[src/design/deq_pkg.sv]
// Shared types and constants of the double-ended queue.
package deq_pkg;

   localparam int DEPTH_DEFAULT = 16;
   localparam int WORD_W        = 32;
   localparam int COUNT_OUT_W   = 5;

   typedef enum logic [1:0] {
      ACT_PUSH_FRONT = 2'd0,
      ACT_PUSH_TAIL  = 2'd1,
      ACT_POP_FRONT  = 2'd2,
      ACT_POP_TAIL   = 2'd3
   } action_type;

   typedef enum logic [1:0] {
      ST_DONE  = 2'd0,
      ST_EMPTY = 2'd1,
      ST_FULL  = 2'd2
   } status_type;

endpackage

[src/design/deq_ram.sv]
// Single-port entry store with registered read data.
module deq_ram #(
   parameter int DEPTH  = deq_pkg::DEPTH_DEFAULT,
   parameter int ADDR_W = (DEPTH > 1) ? $clog2(DEPTH) : 1
) (
   input  logic                      clock,
   input  logic                      wr_en,
   input  logic                      rd_en,
   input  logic [ADDR_W-1:0]         addr,
   input  logic [deq_pkg::WORD_W-1:0] wr_data,
   output logic [deq_pkg::WORD_W-1:0] rd_data
);

   logic [deq_pkg::WORD_W-1:0] entries_ff [DEPTH];
   logic [deq_pkg::WORD_W-1:0] rd_data_ff;

   always_ff @(posedge clock) begin
      if (wr_en) begin
         entries_ff[addr] <= wr_data;
      end
      if (rd_en) begin
         rd_data_ff <= entries_ff[addr];
      end
   end

   assign rd_data = rd_data_ff;

endmodule

[src/design/double_ended_queue_core.sv]
// Top level of the double-ended queue of signed 32-bit words.
//
// A request carries an action in req_tuser (push front, push tail, pop front,
// pop tail) and a word in req_tdata. Every request gives exactly one response:
// the popped word (all ones on pushes and on a pop from an empty queue), a
// status in rsp_tuser (done, pop on empty, push on full rejected) and the
// number of words held after the action. Words live in a ring of DEPTH
// entries in one single-port memory; the front word sits at the head pointer
// and the tail word count-1 places after it, so no word is ever moved.
// Rate: one request per cycle sustained while each response is taken. The
// pointer and count update at acceptance and the single memory access of that
// request (write on a push, read on a pop) is issued in the same cycle; the
// response appears in the next cycle from the memory's read register.
// req_tready follows the output register: it is high when no response is held
// or the held one is taken in this cycle. No clearing pass runs after reset;
// entries are read only after a push has written them.
module double_ended_queue_core #(
   parameter int DEPTH = deq_pkg::DEPTH_DEFAULT
) (
   input  logic        clock,
   input  logic        reset,
   // request channel
   input  logic        req_tvalid,
   output logic        req_tready,
   input  logic [31:0] req_tdata,   // [31:0] push_value
   input  logic [1:0]  req_tuser,   // [1:0] action
   // response channel
   output logic        rsp_tvalid,
   input  logic        rsp_tready,
   output logic [39:0] rsp_tdata,   // [31:0] pop_value, [36:32] entry_count, rest zero
   output logic [1:0]  rsp_tuser    // [1:0] status
);

   localparam int ADDR_W = (DEPTH > 1) ? $clog2(DEPTH) : 1;
   localparam int CNT_W  = $clog2(DEPTH + 1);
   localparam int SUM_W  = CNT_W + 1;

   localparam logic [ADDR_W-1:0] LAST_POS   = ADDR_W'(DEPTH - 1);
   localparam logic [CNT_W-1:0]  FULL_COUNT = CNT_W'(DEPTH);
   localparam logic [SUM_W-1:0]  DEPTH_SUM  = SUM_W'(DEPTH);

   // pointer state
   logic [ADDR_W-1:0] head_ff, head_in;
   logic [CNT_W-1:0]  count_ff, count_in;

   // response register
   logic                             rsp_valid_ff, rsp_valid_in;
   deq_pkg::status_type              status_ff, status_in;
   logic [deq_pkg::COUNT_OUT_W-1:0]  count_out_ff;
   logic                             pop_ok_ff, pop_ok_in;

   // memory access of the accepted request
   logic                        mem_wr, mem_rd;
   logic [ADDR_W-1:0]           mem_addr;
   logic [deq_pkg::WORD_W-1:0]  mem_rd_data;

   logic                 req_accept;
   deq_pkg::action_type  act;
   logic                 is_full, is_empty;
   logic [ADDR_W-1:0]    head_dec, head_inc;
   logic [SUM_W-1:0]     tail_sum, tail_sum_m1, push_tail_pos, pop_tail_pos;

   assign req_tready = !rsp_valid_ff || rsp_tready;
   assign req_accept = req_tvalid && req_tready;
   assign act        = deq_pkg::action_type'(req_tuser);

   assign is_full  = (count_ff == FULL_COUNT);
   assign is_empty = (count_ff == '0);

   // ring arithmetic: one compare and subtract, sums stay below 2*DEPTH
   assign head_dec    = (head_ff == '0) ? LAST_POS : head_ff - 1'b1;
   assign head_inc    = (head_ff == LAST_POS) ? '0 : head_ff + 1'b1;
   assign tail_sum    = SUM_W'(head_ff) + SUM_W'(count_ff);
   assign tail_sum_m1 = tail_sum - 1'b1;
   assign push_tail_pos = (tail_sum >= DEPTH_SUM) ? tail_sum - DEPTH_SUM : tail_sum;
   assign pop_tail_pos  = (tail_sum_m1 >= DEPTH_SUM) ? tail_sum_m1 - DEPTH_SUM
                                                     : tail_sum_m1;

   always_comb begin
      head_in   = head_ff;
      count_in  = count_ff;
      mem_wr    = 1'b0;
      mem_rd    = 1'b0;
      mem_addr  = head_ff;
      status_in = deq_pkg::ST_DONE;
      pop_ok_in = 1'b0;
      unique case (act)
         deq_pkg::ACT_PUSH_FRONT: begin
            if (is_full) begin
               status_in = deq_pkg::ST_FULL;
            end else begin
               head_in  = head_dec;
               mem_addr = head_dec;
               mem_wr   = req_accept;
               count_in = count_ff + 1'b1;
            end
         end
         deq_pkg::ACT_PUSH_TAIL: begin
            if (is_full) begin
               status_in = deq_pkg::ST_FULL;
            end else begin
               mem_addr = push_tail_pos[ADDR_W-1:0];
               mem_wr   = req_accept;
               count_in = count_ff + 1'b1;
            end
         end
         deq_pkg::ACT_POP_FRONT: begin
            if (is_empty) begin
               status_in = deq_pkg::ST_EMPTY;
            end else begin
               head_in   = head_inc;
               mem_rd    = req_accept;
               pop_ok_in = 1'b1;
               count_in  = count_ff - 1'b1;
            end
         end
         deq_pkg::ACT_POP_TAIL: begin
            if (is_empty) begin
               status_in = deq_pkg::ST_EMPTY;
            end else begin
               mem_addr  = pop_tail_pos[ADDR_W-1:0];
               mem_rd    = req_accept;
               pop_ok_in = 1'b1;
               count_in  = count_ff - 1'b1;
            end
         end
         default: begin
            status_in = deq_pkg::ST_DONE;
         end
      endcase
   end

   always_comb begin
      rsp_valid_in = rsp_valid_ff;
      if (req_accept) begin
         rsp_valid_in = 1'b1;
      end else if (rsp_tready) begin
         rsp_valid_in = 1'b0;
      end
   end

   always_ff @(posedge clock) begin
      if (reset) begin
         head_ff      <= '0;
         count_ff     <= '0;
         rsp_valid_ff <= 1'b0;
      end else begin
         rsp_valid_ff <= rsp_valid_in;
         if (req_accept) begin
            head_ff  <= head_in;
            count_ff <= count_in;
         end
      end
   end

   // payload of the held response; holds while stalled since no request
   // is taken then
   always_ff @(posedge clock) begin
      if (req_accept) begin
         status_ff    <= status_in;
         pop_ok_ff    <= pop_ok_in;
         count_out_ff <= deq_pkg::COUNT_OUT_W'(count_in);
      end
   end

   deq_ram #(
      .DEPTH  (DEPTH),
      .ADDR_W (ADDR_W)
   ) u_ram (
      .clock   (clock),
      .wr_en   (mem_wr),
      .rd_en   (mem_rd),
      .addr    (mem_addr),
      .wr_data (req_tdata),
      .rd_data (mem_rd_data)
   );

   assign rsp_tvalid = rsp_valid_ff;
   assign rsp_tdata  = {3'b000, count_out_ff,
                        (pop_ok_ff ? mem_rd_data : {deq_pkg::WORD_W{1'b1}})};
   assign rsp_tuser  = status_ff;

endmodule

[config.mk]
export PLATFORM = sky130hd
export DESIGN_NAME = double_ended_queue_core
export DESIGN_NICKNAME = d
export VERILOG_FILES = /design/src/design/deq_pkg.sv /design/src/design/deq_ram.sv /design/src/design/double_ended_queue_core.sv
export SDC_FILE = /design/constraint.sdc
export NUM_CORES = 1
export LEC_CHECK = 0
export BUFFER_PORTS_ARGS = -buffer_cell sky130_fd_sc_hd__buf_2
export CELL_PAD_IN_SITES_DETAIL_PLACEMENT = 1
export CELL_PAD_IN_SITES_GLOBAL_PLACEMENT = 2
export CORE_MARGIN = 4
export CORE_UTILIZATION = 44
export CTS_CLUSTER_DIAMETER = 100
export DETAILED_ROUTE_END_ITERATION = 16
export HOLD_SLACK_MARGIN = 0.12
export PLACE_DENSITY = 0.85
export SLEW_MARGIN = 20
export SYNTH_ARGS = -nofsm -noshare
export SYNTH_HDL_FRONTEND = slang
export SYNTH_SLANG_ARGS = --single-unit
[constraint.sdc]
create_clock -name clock -period 6.1 [get_ports clock]
set_input_delay 0.915 -clock clock [delete_from_list [all_inputs] [get_ports clock]]
set_output_delay 0.915 -clock clock [all_outputs]
set_load 0.1 [all_outputs]
Word-level counts from Yosys, hierarchy flattened. Memory sizes are Yosys's and may differ from the RTL's. A register that Yosys moved wholly into a read port is not among the register bits. Index checks and enable logic that the tools add are counted.

$add $sub $neg: 8. Magnitude comparators: 2. Eq/ne operators: 6. Multiplexer cells: 26. Reductions and logical operators: 11.

Operators with widths (count): 32-bit 2-to-1 mux (1); 4-bit 2-to-1 mux (8); 6-bit by 5-bit >= comparator with 1-bit output (second input constant) (2); 4-bit one-hot mux with 3 select lines (1); 4-bit by 1-bit subtractor with 4-bit output (second input constant) (3); 1-bit 2-to-1 mux (10); 5-bit 2-to-1 mux (2); 5-bit one-hot mux with 2 select lines (1); 4-bit one-hot mux with 2 select lines (1); 4-bit by 5-bit adder with 6-bit output (1); 6-bit by 1-bit subtractor with 6-bit output (second input constant) (1); 5-bit by 1-bit adder with 5-bit output (second input constant) (1); 5-bit == test (second input constant) (1); 5-bit zero test (1); 5-bit by 1-bit subtractor with 5-bit output (second input constant) (1); 4-bit by 1-bit adder with 4-bit output (second input constant) (1); 2-bit == test (second input constant) (2); 4-bit == test (second input constant) (1); 4-bit zero test (1); 2-bit one-hot mux with 2 select lines (1); 2-bit nonzero test (2); 2-bit OR reduction (2); 3-bit AND reduction (1); 2-bit by 1-bit == test with 1-bit output (second input constant) (1); 6 further kinds (6).

Register bits after elaboration: 18. Bits in writable memories: 512. Output and inout bits: 44. Memories: 1.

Memories: u_ram.entries_ff (depth 16, width 32, rd ports 1, clocked after Yosys merged registers in 1, wr ports 1, RTL line deq_ram.sv:14) `logic [deq_pkg::WORD_W-1:0] entries_ff [DEPTH];`.

Depth between registers and ports, before layout.
Depth after elaboration: 7. Mapped depth: 13. Gate-level depth less buffers: 10.

Modules after synthesis. A second synthesis with hierarchy kept.

Cells, all modules: 1058. Area total of the unflattened synthesis: 21878.5 um^2.

Modules (own cells, without submodules): deq_ram (instances 1, cells each 840, area an instance 20183.1 um^2); double_ended_queue_core (instances 1, cells each 218, area an instance 1695.4 um^2).

Worst setup path before layout. Ideal clock, no wire load.

Path kind: input to register. From: input rsp_tready. To: memory u_ram.entries_ff[0][0] (netlist bit) (enable). Setup time: 0.502 ns. Arrival: 5.636 ns. Required time: 5.598 ns. Path slack: -0.038 ns. Cell stages on the path: 5. Path buffers: 0. Path through: nand2b_1 > nand2_1 > clkinv_1 > nand3_1 > nor4_1.

Cells in the longest elaborated chain, start to end: 6.

Ends and longest elaborated chain: start: declaration (RTL line double_ended_queue_core.sv:29) `input logic rsp_tready,`; 1-bit logical OR (RTL line double_ended_queue_core.sv:63) `assign req_tready = !rsp_valid_ff || rsp_tready;`; 1-bit logical AND (RTL line double_ended_queue_core.sv:64) `assign req_accept = req_tvalid && req_tready;`; via req_accept (RTL line double_ended_queue_core.sv:57) `logic req_accept;`; 1-bit 2-to-1 mux (RTL line double_ended_queue_core.sv:89, double_ended_queue_core.sv:99); 1-bit 2-to-1 mux; 1-bit 2-to-1 mux (RTL line deq_ram.sv:18) `if (wr_en) begin`; 1-bit 2-to-1 mux (not written as such) (RTL line deq_ram.sv:19) `entries_ff[addr] <= wr_data;`; end: declaration (RTL line deq_ram.sv:14).

The timed path passes the listed nets, and every way through them passes these cells.

Final worst setup path.
From: register count_ff[1]. To: memory u_ram.entries_ff[4][14] (netlist bit) (enable).

Cells in the longest elaborated chain, start to end: 6. Elaborated cells on any way between the ends: 18. Those cells by class: add/sub (4); order compare (2); eq/ne (1); mux (10); reduce/logical (1).

Ends and longest elaborated chain: start: declaration (RTL line double_ended_queue_core.sv:44) `logic [CNT_W-1:0] count_ff, count_in;`; start signal: assignment (RTL line double_ended_queue_core.sv:151) `count_ff <= count_in;`; 4-bit by 5-bit adder with 6-bit output (RTL line double_ended_queue_core.sv:73) `assign tail_sum = SUM_W'(head_ff) + SUM_W'(count_ff);`; 6-bit by 1-bit subtractor with 6-bit output (RTL line double_ended_queue_core.sv:74) `assign tail_sum_m1 = tail_sum - 1'b1;`; 6-bit by 5-bit >= comparator with 1-bit output or 4-bit by 1-bit subtractor with 4-bit output (tied branches) (RTL line double_ended_queue_core.sv:76) `assign pop_tail_pos = (tail_sum_m1 >= DEPTH_SUM) ? tail_sum_m1 - DEPTH_SUM`; 4-bit 2-to-1 mux (RTL line double_ended_queue_core.sv:76); 4-bit 2-to-1 mux (RTL line double_ended_queue_core.sv:118) `if (is_empty) begin`; 4-bit one-hot mux with 3 select lines (RTL line double_ended_queue_core.sv:87) `unique case (act)`.

Several ways; a longest one is shown, not always the timed one.

==> summary.md <==
| Metric | Value |
|---|---|
| Yosys reg bits | 562 |
| Outcome | finished clean |
| Congestion Overflow GR | 0 |
| Switching fraction of total power | 27.39% |
| Fmax | approximately 0.22 GHz |
| Synth async-reset ratio | 0% |
| Initial core utilization | about 45% |
| Initial DRC Count | about 920 |
| Pin count of the biggest net entering global routing | 121 |
| WL final | 50000 microns |
| VDD IR max | 0.0003309 V |
| I/O Buffers | 78 |
| Post-DRT Antenna Nets | 0 |
| CTS clk-pin slew, worst paths | 0.06 ns |
| Fin crit period | ~4.5 ns |
| Crit path largest cell delay | 0.85 ns |
| Core box area | ~0.050 sq mm |
| Initial DRT Pass Iterations | 5 |
| Combinational Power Share | 20.5% |
| Switching power | 2.764 mW |
| Static Leak | 8.657 nW |
| EDFF count, synth | 552 |
| Clk_lat worst skew | 0.63 ns |
| Tightest Pin Transition | between 1 and 1.5 ns |
| Cell Int Power | 7.326 mW |
| Die height | around 230 microns |
| Pre-CTS setup slack | 1.272 ns |
| Initial antenna violation count | 2 |
| Final Hold Fails | 0 |
| Global-route usage over all layers | 18.17% |
| Placed cell count | approximately 1800 |
| YS warnings | 0 |
| DP Area | 0.02382 sq mm |
| DP Wirelength | 28500 microns |
| # resized after CTS | 0 |
| Synth unique cells | between 50 and 60 |
| CP Cell Sequence | inv_1, ha_1, nand4bb_1, nor2_1, a21o_1, a221oi_4, nand3_1, nor3_2, buf_12 |
| RePlAce Congestion | 0.7990 |
| First-pass GRT wire length | 76310 microns |
| Vias in the first global route | 11870 |
| Setup bufs post-CTS | 0 |
| Min-Delay Path Class | reg2reg |
| Fillers | 4520 |
| Share of the yosys chip area belonging to registers | around three quarters |
| Clk pwr share | between 30% and 40% |
| H-tree depth | 2 |
| Vias per cell | 5.672 |
| Row cnt | 82 |
| Wirelength per Cell | 26.50 microns |
| Crit path max fanout | 25 |
| Tcrit/Tclk final | about three quarters |
| CTS tree | built |
| Final Worst Setup Slack | 1.564 ns |
| Total number of vias | 10700 |
| Fin. max-slew vios | 0 |
| DRC | 0 |
| CP Capture Type | flop |
| Share of cells above drive strength 1 | between 20 and 30% |
| Setup TNS Final | 0 ns |
| Ant. Diodes | 0 |
| RSZ-0062 raised after global routing | no |
| CP max-delay cell | nor3_2 |
| Crit path DAT | 4.84 ns |
| Die Wd | about 230 microns |
| Class of the most critical setup path | reg2reg |
| Max Cap Viol | 0 |
| Ports | 82 |
| Max_slew headroom | a little under a third |
| Pwr/cell area | 392.2 mW/mm^2 |
| Netlist Area Pre-Place | 0.02263 sq mm |
| Longest Clk Path Bufs | 3 |
| Setup-failing EPs final | 0 |
| Die area | 0.05513 sq mm |
| Cts hold-fix bufs | 0 |
| Crit path required time | 6.40 ns |
| Hold_ws | ~0.55 ns |
| Tot Pwr | 10.09 mW |
| Post-Syn Instances | 1055 |
| Post-Syn Area per Cell | 21.45 sq um |
| Root buf cell | clkbuf_16 |
| Total CTS buffers | 56 |
| Sequential power share | 44.5% |
| Final core occ | 50.97% |
| Synth Flop Type | edfxtp_1 |
| Startpoint Class | flop |
| Clock sinks | 562 |
| Nets | about 1200 |
| Clk_skew | approximately 0.032 ns |
| Area Growth Syn to Fin | 13.67% |
| Final Instance Count excl. Fillers | around 1900 |
| Design Area, Final | 0.02573 sq mm |
[power groups by stage]
stage | clock, mW | sequential (mW) | combinational, mW
2_1_floorplan | 0 | 4.61 | 1.64
3_3_place_gp | 0 | 4.57 | 2.03
3_5_place_dp | 0 | 4.57 | 2.09
4_1_cts | 3.60 | 4.49 | 2.11
5_1_grt | 3.77 | 4.50 | 2.22
6_report | 3.53 | 4.49 | 2.07
[flip-flops by register name, indices dropped and copies added (netlist names)]
signal and flops:
rsp_tuser 2, u_ram.rd_data 32, pop_ok_ff 1, head_ff 4, rsp_tvalid 1, count_out_ff 5
count_ff 5, u_ram.entries_ff 512
[cell usage after synthesis (6+ instances only)]
master | instances | area, sq um
xor2_1 | 7 | 61.31
mux2i_1 | 98 | 980.9
mux4_1 | 40 | 1051
buf_6 | 13 | 146.4
o21ai_0 | 6 | 30.03
nor3_1 | 14 | 70.07
buf_12 | 7 | 140.1
mux4_2 | 89 | 2004
edfxtp_1 | 552 | 16580
clkbuf_1 | 8 | 30.03
ha_1 | 9 | 112.6
a21oi_1 | 12 | 60.06
buf_2 | 9 | 45.04
nand2_1 | 24 | 90.09
inv_1 | 11 | 41.29
nor2_1 | 29 | 108.9
buf_4 | 19 | 142.6
dfxtp_1 | 10 | 200.2
nand2b_1 | 36 | 225.2
[layout by cell type (no fill, tap or decap), types with 10 or more instances in the layout]
| master | count |
|---|---|
| mux4_2 | 89 |
| nand2_1 | 24 |
| dfxtp_1 | 10 |
| mux2i_1 | 98 |
| clkinv_1 | 10 |
| buf_4 | 27 |
| clkbuf_16 | 56 |
| buf_2 | 78 |
| mux4_1 | 40 |
| clkbuf_1 | 12 |
| edfxtp_1 | 552 |
| nor2_1 | 25 |
| a21oi_1 | 12 |
| nand2b_1 | 36 |
| inv_1 | 11 |
[critical path, delay by kind of cell, from the launching register on]
family                     cells  cell delay [ns]
AOI/OAI and AO/OA              2             0.98
adders and majority gates      1             0.26
DFF                            1             0.51
buffers and inverters          2             0.45
and+or+nand+nor                4             2.00
[cell families after synthesis]
logic type / Yosys count / share of synthesized area [%]
DFF: 562 / 74.12
muxes: 228 / 17.88
and+or+nand+nor: 131 / 3.206
buffers and inverters: 70 / 2.460
AOI/OAI and AO/OA: 44 / 1.382
adders and majority gates: 10 / 0.5860
xor gates and xnor gates: 9 / 0.3483
other: 1 / 0.01657
[cell type report]
cell class / count / area [sq um] / area share [%]
repair buffers: 111 / 713.2 / 2.772
well taps: 672 / 840.8 / 3.268
clock buffers: 70 / 1474 / 5.729
inverters: 13 / 48.80 / 0.1897
multi-input cells: 425 / 5445 / 21.17
flip-flops and latches: 562 / 16780 / 65.21
clock inverters: 34 / 429.2 / 1.668
[final timing paths]
| path | startpoint | to | slack (ns) | cells past startpoint |
|---|---|---|---|---|
| worst min-delay path | rsp_tvalid | rsp_tvalid | 0.55 | 2 |
| worst min register to register | rsp_tvalid | rsp_tvalid | 0.55 | 2 |
| worst max-delay path | count_ff[1] | u_ram.entries_ff[4][14] | 1.56 | 9 |
| worst max register to register | count_ff[1] | u_ram.entries_ff[4][14] | 1.56 | 9 |
[metal layers]
metal | vias up | routed length [microns] | GRT usage, %
li1 | 4604 | - | -
met1 | 5678 | 20380 | 24.53
met2 | 359 | 25470 | 30.62
met3 | 61 | 3119 | 3.553
met4 | 2 | 1025 | 4.923
met5 | - | 13 | 0
No activity file was read; power rests on OpenSTA's default activity.
